==> config.mk <==
export PLATFORM = sky130hd
export DESIGN_NAME = rfpd_ram
export DESIGN_NICKNAME = d
export VERILOG_FILES = /design/src/hw/rtl/rfpd_ram.sv
export SDC_FILE = /design/constraint.sdc
export NUM_CORES = 2
export LEC_CHECK = 0
export ABC_AREA = 1
export BUFFER_PORTS_ARGS = -buffer_cell sky130_fd_sc_hd__buf_4
export CORE_ASPECT_RATIO = 1.75
export CORE_MARGIN = 3
export CORE_UTILIZATION = 45
export DETAILED_ROUTE_END_ITERATION = 10
export HOLD_SLACK_MARGIN = 0.08
export RECOVER_POWER = 25
export SETUP_SLACK_MARGIN = 0.05
export SYNTH_ARGS = -nofsm -noshare
export SYNTH_HDL_FRONTEND = slang
export SYNTH_SLANG_ARGS = --single-unit
==> constraint.sdc <==
create_clock -name clk -period 2.1 [get_ports clk]
set_input_delay 0.42 -clock clk [delete_from_list [all_inputs] [get_ports clk]]
set_output_delay 0.42 -clock clk [all_outputs]
set_load 0.01 [all_outputs]
==> src/hw/rtl/rfpd_ram.sv <==
// Generic simple dual-port RAM: one write port, one read port, registered read.
// No dependencies; contents are not reset.
module rfpd_ram #(
  parameter int WIDTH = 8,
  parameter int DEPTH = 256
) (
  input  logic                     clk,
  input  logic                     we,
  input  logic [$clog2(DEPTH)-1:0] waddr,
  input  logic [WIDTH-1:0]         wdata,
  input  logic [$clog2(DEPTH)-1:0] raddr,
  output logic [WIDTH-1:0]         rdata
);

  logic [WIDTH-1:0] mem [0:DEPTH-1];

  // read returns the old word on a same-address write
  always_ff @(posedge clk) begin
    if (we) begin
      mem[waddr] <= wdata;
    end
    rdata <= mem[raddr];
  end

endmodule

# ---- Word-level counts from Yosys, hierarchy flattened
# Memories as Yosys holds them, arrays and structs flattened. A register that Yosys moved wholly into a read port is not among the register bits.
# Cells that the tools add are included.
dict set report totals {
  wordCells 3
  n_memories 1
  regBits 0
  mem_bits_rw 2048
}
dict set report classes {
  muxes 2
}
# memory words width rd rd_ports_with_merged_regs wr line_no
set memory_table {}
lappend memory_table {mem 256 8 1 1 1 15} ;# logic [WIDTH-1:0] mem [0:DEPTH-1];
# op count
set ops {}
lappend ops {{1-bit 2-to-1 mux} 2}

# ---- Depth between registers and ports, before layout
dict set report depth {
  ltp_word 2
  ltp_mapped 15
}

# ---- Worst setup path before layout
# OpenSTA, ideal clock, no wires.
dict set report synth_timing {
  path_kind {in2reg}
  startpoint {in we}
  endpoint {mem mem[162][0], enable pin}
  path_buffers 2
  stages 4
  arrival_ns 1.541
  t_required_ns 1.730
  slack_ns 0.189
  setup_ns 0.370
  cell_sequence {clkbuf_1 nand3_1 clkbuf_1 nor2_1}
}
dict set report synth_between {
  elab_chain_cells 2
}
# element line_no
set synth_lines {}
lappend synth_lines {{start: declaration} 8} ;# input logic we,
lappend synth_lines {{1-bit 2-to-1 mux} 19} ;# if (we) begin
lappend synth_lines {{1-bit 2-to-1 mux (not written as such)} 20} ;# mem[waddr] <= wdata;
lappend synth_lines {{end: declaration} 15}
# No other way between the ends.

==> results by group <==
Floorplan
  • Die width: 331.4 µm
  • FP Rows: 208
  • Die height: 575.5 µm
  • Die area: 190700 µm²
  • Initial core utilization: 45.39%
  • Ports: 34
  • Core box area: 183700 µm²

Drt
  • Vias: 56610
  • Final WL: 248800 µm
  • Drt via density: 5.664
  • DR pass1 iterations: 8
  • Initial drt markers: 5853
  • DR WL/cell: 24.89 µm
  • DRC Markers: 0
  • Routed Antenna Nets: 0

Timing
  • RSZ-0062 raised after global routing: no
  • TNS Setup: 0 ns
  • Clock Skew: 0.03956 ns
  • Measured slew at the worst slew-check pin: 1.822 ns
  • Final setup viols: 0
  • Fmax: 498.0 MHz
  • Final worst path period share: 95.62%
  • Slew HR: -21.50%
  • Hold Vio Cnt, Final: 0
  • Slew Limit Fails: 71
  • Final hold slack: 0.1933 ns
  • Minimum clock period: 2.008 ns

Yosys
  • Mapped Cells: 7003
  • Synth unique cells: 14
  • Syn nets: 7029
  • Area contributors post-synth: edfxtp_1 (74%), nand3_1 (12%), nand2_1 (9.6%), buf_2 (1.6%), nor2_1 (1.3%)
  • Synth Cell Area: 83400 µm²
  • Syn Area/Cell: 11.91 µm²
  • Synthesis-stage register bit count: 2056
  • YS warnings: 0
  • Area fraction of the dominant cell type after synthesis: 73.74%
  • Synth area leader: edfxtp_1
  • Post-synthesis sequential area ratio: 73.94%

Place
  • Placed wire-length estimate: 161900 µm
  • PortBufs: 33
  • Placed Cells: 9665
  • GP Congestion: 0.9143

Critical path
  • Critical R2R Launch: mem[187][0]
  • Category of the most critical setup path: reg -> reg
  • Crit-path max FO: 1
  • Crit path from: mem[187][0]
  • CP endpoint kind: register
  • CP Data Arrival Time: 2.70 ns
  • CP startpoint kind: register
  • Worst path required time: 2.79 ns

Clock network
  • Worst-Skew Late Latency: 0.83 ns
  • Clock sinks: 2056
  • CTS tree: done
  • # H-tree levels: 4
  • Total CTS buffers: 183
  • Worst-path clk slew: 0.07 ns
  • Clk Tree Root Cell: clkbuf_16
  • Post-CTS setup buffers: 0
  • Longest Clk Path Bufs: 4

Final layout
  • Layout net count: 7469
  • Fin cells: 9996
  • Layout cell share with drive strength beyond 1: 12.37%
  • Fill cells: 15620
  • Syn-to-layout area delta: 15.98%

Run
  • Max cap viols: 1

Pwr
  • VDD IR max: 0.0005594 V
  • Leakage: 34.50 nW
  • Power density cells: 868.4 nW/µm²
  • Final total power: 84.00 mW

GRT
  • Gr ovfl total: 0
  • First-pass GRT wire length: 363100 µm
  • Vias in the first global route: 55480
  • GRT Util Overall: 25.57%
  • Initial antenna violation count: 1
  • Largest net degree at the start of global routing: 92

Hold path
  • Hold Path Class: in -> reg
  • Start point of the worst hold path: raddr[6]

Status
  • Violated checks: capacitance limit, slew limit
  • Outcome: finished with violations
[Yosys cell counts (all sizes together)]
library cell	instances
nand2	2123
edfxtp	2048
nand3	2019
buf	371
nor2	283
clkbuf	112
inv	39
dfxtp	8
[logic make-up after synthesis]
logic type             Yosys count  synth area share (%)
and+or+nand+nor               4425                 22.95
buffers and inverters          522                 3.119
DFF                           2056                 73.94
[sequential cells by signal, summed over array words and instances (netlist names)]
signal  flops
mem      2048
rdata       8
[path summary, 6_finish.rpt]
| check | endpoint | slack, ns | cells past startpoint |
|---|---|---|---|
| min reg2reg | rdata[5] | 1.00 | 10 |
| max reg2reg | rdata[0] | 0.09 | 10 |
| min | rdata[1] | 0.19 | 5 |
| max | rdata[0] | 0.09 | 10 |
[power by group]
part           switching, mW  internal [mW]  total [mW]
Combinational           4.25           1.77        6.02
Clock                   14.6           18.1        32.7
Sequential            0.0700           45.2        45.3
[critical path: stages (launching register included)]
cell and delay, ns:
edfxtp_1 0.37, nand2_1 0.07, nand3_1 0.12, nand3_1 0.13
nand3_1 0.12, nand3_1 0.17, nand3_1 0.37, nand3_1 0.26
nand2_1 0.13, nand2_1 0.08, nand2_1 0.06
[area by class of cell]
class	instances	area [µm²]	share of cell area, %
Tap cell	2415	3022	3.124
Sequential cell	2056	61660	63.75
Inverter	39	180.2	0.1863
Timing Repair Buffer	738	7030	7.268
Antenna cell	1	2.502	0.002587
Multi-Input combinational cell	4425	19150	19.80
Clock inverter	99	904.6	0.9352
Clock buffer	223	4772	4.934
[metal layers]
| metal | vias up | share of wire, % | track usage, % |
|---|---|---|---|
| met1 | 27970 | 35 | 29.54 |
| li1 | 25700 | - | - |
| met5 | - | 0 | 0 |
| met4 | 0 | 7.3 | 15.66 |
| met3 | 647 | 5.9 | 2.806 |
| met2 | 2290 | 51 | 45.57 |
[cells in the final DEF (no fill, tap or decap), types with 7 or more instances in the layout]
cell type | Yosys | final
nor2_1 | 283 | 283
clkbuf_16 | 0 | 185
clkinv_1 | 0 | 43
bufinv_16 | 0 | 16
clkinvlp_4 | 0 | 7
nand3_1 | 2019 | 2017
buf_12 | 0 | 133
inv_1 | 36 | 34
edfxtp_1 | 2048 | 2048
clkbuf_1 | 112 | 83
clkinv_2 | 0 | 25
buf_4 | 46 | 522
clkbuf_2 | 0 | 22
nand2_1 | 2123 | 2120
dlygate4sd3_1 | 0 | 8
[per-stage QoR]
| stage | util [%] | setup slack (ns) | instance area (µm²) |
|---|---|---|---|
| 6_report | 52.64 | 0.09195 | 96730 |
| 4_1_cts | 52.89 | 0.04490 | 97180 |
| 3_3_place_gp | 49.76 | -0.6898 | 91420 |
| 5_1_grt | 52.64 | 0.09585 | 96730 |
| 2_1_floorplan | - | 0.1885 | 83400 |
| 3_5_place_dp | 49.76 | -0.6944 | 91420 |
[timing repair]
item | 4_1_cts | 5_1_grt
endpoints found under the hold margin | 180 | 0
endpoints found under the setup margin | 4 | 1
hold buffers | 8 | 0
resized for setup | 3 | 1
Power figures use the tool's default switching activity.
